$ cat src/hw/rtl/urhps_pkg.sv
`timescale 1ns / 1ps
`default_nettype none

package urhps_pkg;

  // Default number of downstream ports (legal range 1 to 8).
  localparam int unsigned PORTS_DEF = 8;

  // Width of the change bitmap reported on a poll.
  localparam int unsigned BITMAP_W = 9;

  // Port status word bits (status in the low half, change bits in the high half).
  localparam logic [31:0] ST_CONNECT = 32'h0000_0001;
  localparam logic [31:0] ST_ENABLE  = 32'h0000_0002;
  localparam logic [31:0] ST_RESET   = 32'h0000_0010;
  localparam logic [31:0] ST_LOW     = 32'h0000_0200;
  localparam logic [31:0] ST_HIGH    = 32'h0000_0400;
  localparam logic [31:0] CH_CONNECT = 32'h0001_0000;
  localparam logic [31:0] CH_RESET   = 32'h0010_0000;
  localparam logic [31:0] CH_MASK    = 32'h001F_0000;

  // Feature selectors that get special handling.
  localparam logic [4:0] SEL_SUSPEND = 5'd2;
  localparam logic [4:0] SEL_RESET   = 5'd4;
  localparam logic [4:0] SEL_C_RESET = 5'd20;

  typedef enum logic [1:0] {
    CMD_ATTACH  = 2'd0,
    CMD_DETACH  = 2'd1,
    CMD_REQUEST = 2'd2,
    CMD_POLL    = 2'd3
  } cmd_e;

  typedef enum logic [2:0] {
    REQ_CLR_HUB_FEAT  = 3'd0,
    REQ_CLR_PORT_FEAT = 3'd1,
    REQ_GET_HUB_DESC  = 3'd2,
    REQ_GET_HUB_STAT  = 3'd3,
    REQ_GET_PORT_STAT = 3'd4,
    REQ_SET_HUB_FEAT  = 3'd5,
    REQ_SET_PORT_FEAT = 3'd6
  } req_kind_e;

  typedef enum logic [2:0] {
    ERR_OK      = 3'd0,
    ERR_NO_FREE = 3'd1,
    ERR_NOT_ACC = 3'd2,
    ERR_INVALID = 3'd3,
    ERR_STALL   = 3'd4
  } err_e;

  // Commands from the controller to the datapath.
  typedef struct packed {
    logic load;      // capture a new item and clear the working result
    logic step;      // evaluate and update the currently addressed port
    logic idx_inc;   // move the port walk to the next port
    logic out_load;  // copy the working result into the output register
  } dp_cmd_t;

  // Status from the datapath to the controller.
  typedef struct packed {
    cmd_e cmd;   // command of the item in work
    logic hit;   // current port is the one an attach or detach looks for
    logic last;  // current port is the highest one
  } dp_stat_t;

  // Speed code to status word speed bit: low is bit 9, high is bit 10.
  function automatic logic [31:0] speed_bits(input logic [1:0] spd);
    logic [31:0] r;
    r = '0;
    if (spd == 2'd3) begin
      r = ST_HIGH;
    end else if (spd == 2'd1) begin
      r = ST_LOW;
    end
    return r;
  endfunction

endpackage

`default_nettype wire

$ cat src/hw/rtl/urhps_ctrl.sv
`timescale 1ns / 1ps
`default_nettype none

module urhps_ctrl
  import urhps_pkg::*;
(
  input  wire logic     clk_i,
  input  wire logic     rst_ni,
  input  wire logic     in_valid_i,
  output logic          in_ready_o,
  output logic          out_valid_o,
  input  wire logic     out_ready_i,
  output dp_cmd_t       cmd_o,
  input  wire dp_stat_t stat_i
);

  localparam logic [1:0] S_IDLE = 2'd0;
  localparam logic [1:0] S_WORK = 2'd1;
  localparam logic [1:0] S_DONE = 2'd2;

  logic [1:0] state_q, state_d;
  logic       out_valid_q, out_valid_d;

  always_comb begin
    state_d     = state_q;
    out_valid_d = out_valid_q;
    cmd_o       = '0;
    if (out_valid_q && out_ready_i) begin
      out_valid_d = 1'b0;
    end
    case (state_q)
      S_IDLE: begin
        if (in_valid_i) begin
          cmd_o.load = 1'b1;
          state_d    = S_WORK;
        end
      end
      S_WORK: begin
        cmd_o.step = 1'b1;
        // A request touches one port; a walk ends on a match or at the last port.
        if (stat_i.cmd == CMD_REQUEST || stat_i.hit || stat_i.last) begin
          state_d = S_DONE;
        end else begin
          cmd_o.idx_inc = 1'b1;
        end
      end
      S_DONE: begin
        if (!out_valid_q || out_ready_i) begin
          cmd_o.out_load = 1'b1;
          out_valid_d    = 1'b1;
          state_d        = S_IDLE;
        end
      end
      default: begin
        state_d = S_IDLE;
      end
    endcase
  end

  always_ff @(posedge clk_i or negedge rst_ni) begin
    if (!rst_ni) begin
      state_q     <= S_IDLE;
      out_valid_q <= 1'b0;
    end else begin
      state_q     <= state_d;
      out_valid_q <= out_valid_d;
    end
  end

  assign in_ready_o  = (state_q == S_IDLE);
  assign out_valid_o = out_valid_q;

endmodule

`default_nettype wire

$ cat src/hw/rtl/urhps_dp.sv
`timescale 1ns / 1ps
`default_nettype none

module urhps_dp
  import urhps_pkg::*;
#(
  parameter int unsigned PORTS = PORTS_DEF
) (
  input  wire logic          clk_i,
  input  wire logic          rst_ni,
  input  wire logic          cfg_we_i,
  input  wire logic          cfg_data_i,
  input  wire logic [1:0]    command_i,
  input  wire logic [15:0]   device_id_i,
  input  wire logic [1:0]    speed_i,
  input  wire logic [2:0]    request_kind_i,
  input  wire logic [4:0]    feature_i,
  input  wire logic [7:0]    port_number_i,
  input  wire dp_cmd_t       cmd_i,
  output dp_stat_t           stat_o,
  output logic [2:0]         error_o,
  output logic [31:0]        port_status_word_o,
  output logic [BITMAP_W-1:0] change_bitmap_o,
  output logic [1:0]         bitmap_length_o
);

  localparam int unsigned IDX_W = (PORTS > 1) ? $clog2(PORTS) : 1;
  localparam logic [1:0]  LEN   = 2'(1 + PORTS / 8);

  logic              acc_q;
  cmd_e              cmd_q;
  logic [15:0]       dev_q;
  logic [1:0]        spd_q;
  req_kind_e         kind_q;
  logic [4:0]        feat_q;
  logic [7:0]        pnum_q;
  logic [IDX_W-1:0]  idx_q;
  err_e              err_q;
  logic [31:0]       word_q;
  logic [BITMAP_W-1:0] bitmap_q;

  logic [2:0]          out_err_q;
  logic [31:0]         out_word_q;
  logic [BITMAP_W-1:0] out_bitmap_q;
  logic [1:0]          out_len_q;

  logic [31:0] status_q [PORTS];
  logic        in_use_q [PORTS];
  logic [1:0]  speed_q  [PORTS];
  logic [15:0] device_q [PORTS];

  logic [7:0]       pm1;
  logic [IDX_W-1:0] rd_idx;
  logic [31:0]      cur_st, nxt_st, tmp_st, feat_bit;
  logic             cur_use;
  logic [1:0]       cur_spd;
  logic [15:0]      cur_dev;
  logic             hit;
  err_e             req_err;
  logic             req_op;
  logic             wr_en;
  logic [IDX_W:0]   bit_pos;

  assign pm1    = pnum_q - 8'd1;
  assign rd_idx = (cmd_q == CMD_REQUEST) ? pm1[IDX_W-1:0] : idx_q;

  assign cur_st  = status_q[rd_idx];
  assign cur_use = in_use_q[rd_idx];
  assign cur_spd = speed_q[rd_idx];
  assign cur_dev = device_q[rd_idx];

  assign hit = ((cmd_q == CMD_ATTACH) && !cur_use) ||
               ((cmd_q == CMD_DETACH) && cur_use && (cur_dev == dev_q));

  assign feat_bit = 32'd1 << feat_q;
  assign bit_pos  = (IDX_W + 1)'(idx_q) + (IDX_W + 1)'(1);

  // Hub request screening; only port requests on a valid port touch state.
  always_comb begin
    req_err = ERR_OK;
    req_op  = 1'b0;
    if (!acc_q) begin
      req_err = ERR_NOT_ACC;
    end else if (pnum_q > 8'(PORTS)) begin
      req_err = ERR_INVALID;
    end else if (kind_q == REQ_SET_HUB_FEAT) begin
      req_err = ERR_STALL;
    end else if (kind_q inside {REQ_CLR_PORT_FEAT, REQ_GET_PORT_STAT, REQ_SET_PORT_FEAT}) begin
      if (pnum_q == 8'd0) begin
        req_err = ERR_STALL;
      end else begin
        req_op = 1'b1;
      end
    end
  end

  // Next status word of the addressed port.
  always_comb begin
    tmp_st = cur_st;
    nxt_st = cur_st;
    wr_en  = 1'b0;
    case (cmd_q)
      CMD_ATTACH: begin
        nxt_st = cur_st | speed_bits(spd_q) | ST_CONNECT | CH_CONNECT;
        wr_en  = cmd_i.step && hit;
      end
      CMD_DETACH: begin
        nxt_st = (cur_st & ~ST_CONNECT) | CH_CONNECT;
        wr_en  = cmd_i.step && hit;
      end
      CMD_REQUEST: begin
        wr_en = cmd_i.step && req_op;
        case (kind_q)
          REQ_CLR_PORT_FEAT: begin
            if (feat_q != SEL_SUSPEND) begin
              if (feat_q == SEL_C_RESET) begin
                tmp_st = cur_st | speed_bits(cur_spd);
              end
              nxt_st = tmp_st & ~feat_bit;
            end
          end
          REQ_SET_PORT_FEAT: begin
            if (feat_q != SEL_SUSPEND) begin
              if (feat_q == SEL_RESET && (cur_st & ST_ENABLE) != '0) begin
                tmp_st = cur_st & ~(ST_ENABLE | ST_LOW | ST_HIGH);
              end
              nxt_st = tmp_st | feat_bit;
            end
          end
          REQ_GET_PORT_STAT: begin
            // Reading a port in reset completes the reset.
            if ((cur_st & ST_RESET) != '0) begin
              nxt_st = (cur_st | CH_RESET | ST_ENABLE) & ~ST_RESET;
            end
          end
          default: begin
            nxt_st = cur_st;
          end
        endcase
      end
      default: begin
        wr_en = 1'b0;
      end
    endcase
  end

  always_ff @(posedge clk_i or negedge rst_ni) begin
    if (!rst_ni) begin
      for (int i = 0; i < PORTS; i++) begin
        status_q[i] <= '0;
        in_use_q[i] <= 1'b0;
        speed_q[i]  <= '0;
      end
    end else if (wr_en) begin
      status_q[rd_idx] <= nxt_st;
      if (cmd_q == CMD_ATTACH) begin
        in_use_q[rd_idx] <= 1'b1;
        speed_q[rd_idx]  <= spd_q;
      end else if (cmd_q == CMD_DETACH) begin
        in_use_q[rd_idx] <= 1'b0;
      end
    end
  end

  always_ff @(posedge clk_i) begin
    if (wr_en && cmd_q == CMD_ATTACH) begin
      device_q[rd_idx] <= dev_q;
    end
  end

  always_ff @(posedge clk_i or negedge rst_ni) begin
    if (!rst_ni) begin
      acc_q <= 1'b1;
    end else if (cfg_we_i) begin
      acc_q <= cfg_data_i;
    end
  end

  always_ff @(posedge clk_i or negedge rst_ni) begin
    if (!rst_ni) begin
      cmd_q <= CMD_ATTACH;
      idx_q <= '0;
    end else if (cmd_i.load) begin
      cmd_q <= cmd_e'(command_i);
      idx_q <= '0;
    end else if (cmd_i.idx_inc) begin
      idx_q <= idx_q + IDX_W'(1);
    end
  end

  always_ff @(posedge clk_i) begin
    if (cmd_i.load) begin
      dev_q    <= device_id_i;
      spd_q    <= speed_i;
      kind_q   <= req_kind_e'(request_kind_i);
      feat_q   <= feature_i;
      pnum_q   <= port_number_i;
      err_q    <= (cmd_e'(command_i) == CMD_ATTACH) ? ERR_NO_FREE : ERR_OK;
      word_q   <= '0;
      bitmap_q <= '0;
    end else if (cmd_i.step) begin
      case (cmd_q)
        CMD_ATTACH: begin
          if (hit) begin
            err_q <= ERR_OK;
          end
        end
        CMD_REQUEST: begin
          err_q <= req_err;
          if (req_op && kind_q == REQ_GET_PORT_STAT) begin
            word_q <= nxt_st;
          end
        end
        CMD_POLL: begin
          if (acc_q && (cur_st & CH_MASK) != '0) begin
            bitmap_q <= bitmap_q | (BITMAP_W'(1) << bit_pos);
          end
        end
        default: begin
          err_q <= err_q;
        end
      endcase
    end
  end

  always_ff @(posedge clk_i) begin
    if (cmd_i.out_load) begin
      out_err_q    <= err_q;
      out_word_q   <= word_q;
      out_bitmap_q <= bitmap_q;
      out_len_q    <= (bitmap_q != '0) ? LEN : 2'd0;
    end
  end

  assign stat_o.cmd  = cmd_q;
  assign stat_o.hit  = hit;
  assign stat_o.last = (idx_q == IDX_W'(PORTS - 1));

  assign error_o            = out_err_q;
  assign port_status_word_o = out_word_q;
  assign change_bitmap_o    = out_bitmap_q;
  assign bitmap_length_o    = out_len_q;

endmodule

`default_nettype wire

$ cat src/hw/rtl/usb_root_hub_port_status.sv
// Sequence: a hub request is captured, applied to its one port and handed to the output
//   register; attach, detach and poll instead walk the ports one per cycle.
// A new beat is taken only after the previous one has passed through capture,
//   the port walk and the hand-off; a stalled result holds input off.
// Reset (rst_ni, asynchronous, active low) clears all port status, in-use and speed
//   entries at once and sets hw_accessible; no clearing pass is needed.
`timescale 1ns / 1ps
`default_nettype none

module usb_root_hub_port_status
  import urhps_pkg::*;
#(
  parameter int unsigned PORTS = PORTS_DEF
) (
  input  wire logic        clk_i,
  input  wire logic        rst_ni,
  // Configuration write channel: bit 0 of the data is hw_accessible.
  input  wire logic        cfg_valid_i,
  output logic             cfg_ready_o,
  input  wire logic        cfg_data_i,
  // Item input stream.
  input  wire logic        s_axis_tvalid,
  output logic             s_axis_tready,
  // tdata: device_id[15:0], speed[17:16], feature[22:18], port_number[30:23], zero[31]
  input  wire logic [31:0] s_axis_tdata,
  // tuser: command[1:0], request_kind[4:2]
  input  wire logic [4:0]  s_axis_tuser,
  // Result output stream.
  output logic             m_axis_tvalid,
  input  wire logic        m_axis_tready,
  // tdata: error[2:0], port_status_word[34:3], change_bitmap[43:35],
  //        bitmap_length[45:44], zero[47:46]
  output logic [47:0]      m_axis_tdata
);

  dp_cmd_t  dp_cmd;
  dp_stat_t dp_stat;

  logic [2:0]          error;
  logic [31:0]         port_status_word;
  logic [BITMAP_W-1:0] change_bitmap;
  logic [1:0]          bitmap_length;

  // The register may be written at any time the block is idle, so the channel never stalls.
  assign cfg_ready_o = 1'b1;

  // The controller sequences each item: capture, a port walk or a single port
  // update, then a hand-off into the output register. The output register lets
  // the next beat be taken while the previous result still waits downstream.
  urhps_ctrl u_ctrl (
    .clk_i       (clk_i),
    .rst_ni      (rst_ni),
    .in_valid_i  (s_axis_tvalid),
    .in_ready_o  (s_axis_tready),
    .out_valid_o (m_axis_tvalid),
    .out_ready_i (m_axis_tready),
    .cmd_o       (dp_cmd),
    .stat_i      (dp_stat)
  );

  // The datapath holds the per-port tables, the captured item and the result.
  urhps_dp #(
    .PORTS(PORTS)
  ) u_dp (
    .clk_i              (clk_i),
    .rst_ni             (rst_ni),
    .cfg_we_i           (cfg_valid_i),
    .cfg_data_i         (cfg_data_i),
    .command_i          (s_axis_tuser[1:0]),
    .device_id_i        (s_axis_tdata[15:0]),
    .speed_i            (s_axis_tdata[17:16]),
    .request_kind_i     (s_axis_tuser[4:2]),
    .feature_i          (s_axis_tdata[22:18]),
    .port_number_i      (s_axis_tdata[30:23]),
    .cmd_i              (dp_cmd),
    .stat_o             (dp_stat),
    .error_o            (error),
    .port_status_word_o (port_status_word),
    .change_bitmap_o    (change_bitmap),
    .bitmap_length_o    (bitmap_length)
  );

  assign m_axis_tdata = {2'b00, bitmap_length, change_bitmap, port_status_word, error};

  // The block works on one item at a time: after a beat is taken, the input
  // side must close until the result has been handed to the output register.
  assert property (@(posedge clk_i) disable iff (!rst_ni)
    (s_axis_tvalid && s_axis_tready) |=> !s_axis_tready)
    else $error("input accepted while an item is still in work");

  // A new result only appears after the controller has been busy with an item.
  assert property (@(posedge clk_i) disable iff (!rst_ni)
    $rose(m_axis_tvalid) |-> $past(!s_axis_tready))
    else $error("result presented without an item in work");

  // The reported bitmap length tracks whether any change bit was found.
  assert property (@(posedge clk_i) disable iff (!rst_ni)
    m_axis_tvalid |-> ((bitmap_length != 2'd0) == (change_bitmap != '0)))
    else $error("bitmap length disagrees with change bitmap");

endmodule

`default_nettype wire
$ cat config.mk
export PLATFORM = sky130hd
export DESIGN_NAME = usb_root_hub_port_status
export DESIGN_NICKNAME = d
export VERILOG_FILES = /design/src/hw/rtl/urhps_pkg.sv /design/src/hw/rtl/urhps_ctrl.sv /design/src/hw/rtl/urhps_dp.sv /design/src/hw/rtl/usb_root_hub_port_status.sv
export SDC_FILE = /design/constraint.sdc
export NUM_CORES = 1
export LEC_CHECK = 0
export BUFFER_PORTS_ARGS = -buffer_cell sky130_fd_sc_hd__buf_2
export CORE_MARGIN = 3
export CORE_UTILIZATION = 58
export DETAILED_ROUTE_END_ITERATION = 16
export GPL_TIMING_DRIVEN = 0
export PLACE_DENSITY = 0.76
export SLEW_MARGIN = 40
export SYNTH_ARGS = -nofsm -noshare
export SYNTH_HDL_FRONTEND = slang
export SYNTH_SLANG_ARGS = --single-unit
export TNS_END_PERCENT = 10
$ cat constraint.sdc
create_clock -name clk_i -period 5.6 [get_ports clk_i]
set_clock_uncertainty 0.05 [all_clocks]
set_input_delay 1.12 -clock clk_i [delete_from_list [all_inputs] [get_ports clk_i]]
set_output_delay 1.12 -clock clk_i [all_outputs]
set_load 0.01 [all_outputs]
==> out/results.ini <==
[critical_path]
critical_path_buf_inv_count = 6
rrSetupSlack_ps = -30
crit_chain = buf_2 > nor2b_1 > buf_2 > buf_2 > clkbuf_1 > o21ai_0 > clkbuf_1 > nand2_1 > clkbuf_2 > o22ai_1 > nor4_1 > a21oi_1 > a21oi_2 > nand2_1 > a21oi_1
reg2reg_depth = 15
cpPeakStageDelay_ps = 750
timing.rr.end = u_dp.word_q[15]
cp_slowest_cell = clkbuf_1
cp_max_fo = 10
path_common_cell = buf_2
end_kind = register
path_class = register to register
critPathArrivalTime_ps = 6110
required_ps = 6080
crit_family = buffers and inverters
worst_r2r_startpoint = u_dp.cmd_q[0]
start_kind = register

[timing]
worst_pin_slew_ps = 956
finalSetupViolations = 1
relSlewSlack_pct = 36.3
finalCritPeriodShare_pct = 101
layout_min_cycle_time_ps = 5630
finalHoldViolations = 0
setup_ws_ps = -28.4
whs_ps = 326
rsz0062_at_grt = yes
report.final.slew_viol_count = 0
fmax_mhz = 178

[logic_synthesis]
synth-seq-cells = 540
yosysSeqAreaShare_pct = 61.9
synthArstFlopShare_pct = 53.5
syn-instance-count = 1770
synth_cell_types = 73
synth-edff-count = 210
syn_avg_cell_area_um2 = 13.1
mappedNetlistArea_um2 = 23200
ys_dominant_reg_cell = dfrtp_1
synth_largest_area_cell = dfrtp_1
synth_area_leaders = dfrtp_1 (31%), edfxtp_1 (27%), mux2_1 (12%)
yosysWarnings = 0
synth_top_area_share_pct = 31.1

[pwr]
p_clk_share_pct = 22.7
ir_drop_v = 0.000284
pwr-share-comb_pct = 41.2
p_seq_share_pct = 36.0
cellPowerDensity_nw_per_um2 = 583
switching_share_pct = 41.2
cellLeakagePower_nw = 11.2
p_int_mw = 9.11
power_mw = 15.5
switchingPower_mw = 6.39

[cts]
cts_max_level = 2
post_cts_buffers = 0
clock-sinks = 540
tritoncts = yes
insertion_delay_ps = 620
cts_buffer_depth = 3
clockRootBuffer = clkbuf_16
clk_pin_slew_worst_paths_ps = 60
cts_buffers = 53

[routing]
ant_nets = 0
wl_um = 67300
firstDrtPassIters = 7
via_count = 16400
via_per_inst = 6.56
drc = 0
wire_per_inst_um = 26.9
drt_iter0_markers = 1987

[grt]
grt_pass1_wl_um = 101000
antenna_found_initial = 0
grt_use_total_pct = 32.0
grt_pass1_vias = 16300
overflow = 0
grt_max_degree = 76

[cells_and_area]
layout_commonest_cell = dfrtp_1
final_layout_size_suffix_gt1_share_pct = 17.2
fin_nets = 1988
fin_cells = 2500
final_cell_area_um2 = 26600
antenna_cells = 0
syn_to_final_growth_pct = 14.7
final_cell_mix = dfrtp_1 (288), mux2_1 (241), edfxtp_1 (210), nand2_1 (169), buf_2 (105)

[floorplanning]
die-area_um2 = 42400
num_rows = 72
io_pins = 94
die_w_um = 206
core_area_um2 = 39100
die_h_um = 206
initial_core_util_pct = 59.3

[worst_hold_path]
min_path_type = input pin to asynchronous set/reset pin

[placed_design]
place_area_um2 = 24800
dp.cells = 2397
port_buffers = 88
dp_hpwl_um = 44500
routabilityCongestion = 0.933
post-place-ws_ps = -508

[outcome]
status = finished, violations left
violations = setup timing

[flow_run]
maxCapViolCount = 0

==> worst max path at each step <==
stage          cells after the start                  to  slack [ps]           start
6_report                          15     u_dp.word_q[15]         -30   u_dp.cmd_q[0]
5_1_grt                           15     u_dp.word_q[26]         -30   u_dp.cmd_q[0]
4_1_cts                           15   u_dp.status_q[42]          -3  u_dp.pnum_q[0]
3_5_place_dp                      15    u_dp.bitmap_q[7]        -510  u_dp.pnum_q[0]
3_3_place_gp                       1  u_ctrl.out_valid_o       -1770          rst_ni
2_1_floorplan                     15       u_dp.err_q[0]        1280  u_dp.pnum_q[0]
==> worst register-to-register path, cell delays in order (launching register included) <==
cell and delay [ps]:
dfrtp_1 360, buf_2 170, nor2b_1 130, buf_2 190, buf_2 270, clkbuf_1 750
o21ai_0 580, clkbuf_1 530, nand2_1 530, clkbuf_2 500, o22ai_1 160, nor4_1 420
a21oi_1 100, a21oi_2 470, nand2_1 160, a21oi_1 170
==> layout make-up <==
cell class	instances	area (µm²)
clock buffers	74	1480
clock inverters	26	220
plain buffers	123	741
inverters	13	48.8
fillers	2719	12500
well taps	518	648
flip-flops and latches	540	14400
multi-input cells	1096	8280
repair buffers	110	840
==> state kept, by name, summed over array words and instances, names as in the netlist, named ones only <==
signal and count:
u_ctrl.out_valid_o 1, u_ctrl.state_q 2, u_dp.acc_q 1, u_dp.bitmap_length_o 1
u_dp.bitmap_q 9, u_dp.change_bitmap_o 9, u_dp.cmd_q 2, u_dp.dev_q 16
u_dp.device_q 128, u_dp.err_q 3, u_dp.error_o 3, u_dp.feat_q 5
u_dp.idx_q 3, u_dp.kind_q 3, u_dp.pnum_q 8, u_dp.port_status_word_o 32
u_dp.spd_q 2, u_dp.speed_q 16, u_dp.status_q 256, u_dp.word_q 32
==> cells in the mapped netlist, types with 10 or more instances <==
library cell	n
a211oi_1	12
a21oi_1	61
a22oi_1	15
a31oi_1	19
buf_1	13
buf_2	12
buf_6	26
clkbuf_1	64
dfrtp_1	288
dfxtp_1	41
edfxtp_1	210
inv_1	12
mux2_1	241
mux2_2	28
mux2i_1	30
mux4_2	10
nand2_1	172
nand2b_1	16
nand3_1	40
nor2_1	95
nor3_1	42
nor4_1	13
o211a_1	11
o21a_1	14
o21ai_0	30
o221ai_1	11
o22ai_1	75
o31ai_1	10
or3_1	12
==> kinds of logic (layout without fill, tap and decap cells) <==
family | after synthesis | in the layout | share of synthesized area, %
adder cells (fa/ha/maj) | 8 | 8 | 0.432
flip-flops | 540 | 540 | 61.9
XOR/XNOR | 13 | 13 | 0.491
multiplexers | 309 | 309 | 15.3
other | 2 | 4 | 0.0324
buffers and inverters | 136 | 346 | 3.24
AND/OR/NAND/NOR | 431 | 431 | 8.48
AO/OA/AOI/OAI | 331 | 331 | 10.1
==> through the flow <==
step	utilization, %	TNS [ps]
after floorplan	-	0
after global placement	62.1	-676400
after detailed placement	63.4	-20430
after CTS	67.8	-2.89
after global routing	68.1	-25.6
final	68.1	-28.4
==> power groups by stage <==
| stage | clock network [mW] | logic, mW | registers (mW) |
|---|---|---|---|
| after floorplan | 0 | 3.66 | 5.51 |
| after global placement | 0 | 5.66 | 5.58 |
| after detailed placement | 0 | 5.97 | 5.63 |
| after CTS | 3.53 | 6.07 | 5.57 |
| after global routing | 3.70 | 6.70 | 5.67 |
| final | 3.52 | 6.40 | 5.59 |
==> repair_timing <==
action,CTS,global route
gates resized for setup,13,14
endpoints found under the hold margin,0,0
hold buffers,0,0
gates cloned,0,0
endpoints found under the setup margin,185,276
==> per-layer routing <==
metal / GRT usage [%] / routed length (µm) / part of all wire, %
met5: 0 / 0 / 0
met4: 12.6 / 2820 / 4.2
met3: 9.86 / 7630 / 11
met2: 48.3 / 30300 / 45
met1: 43.9 / 26600 / 40
Note: power is estimated with default switching activity, not from simulation.
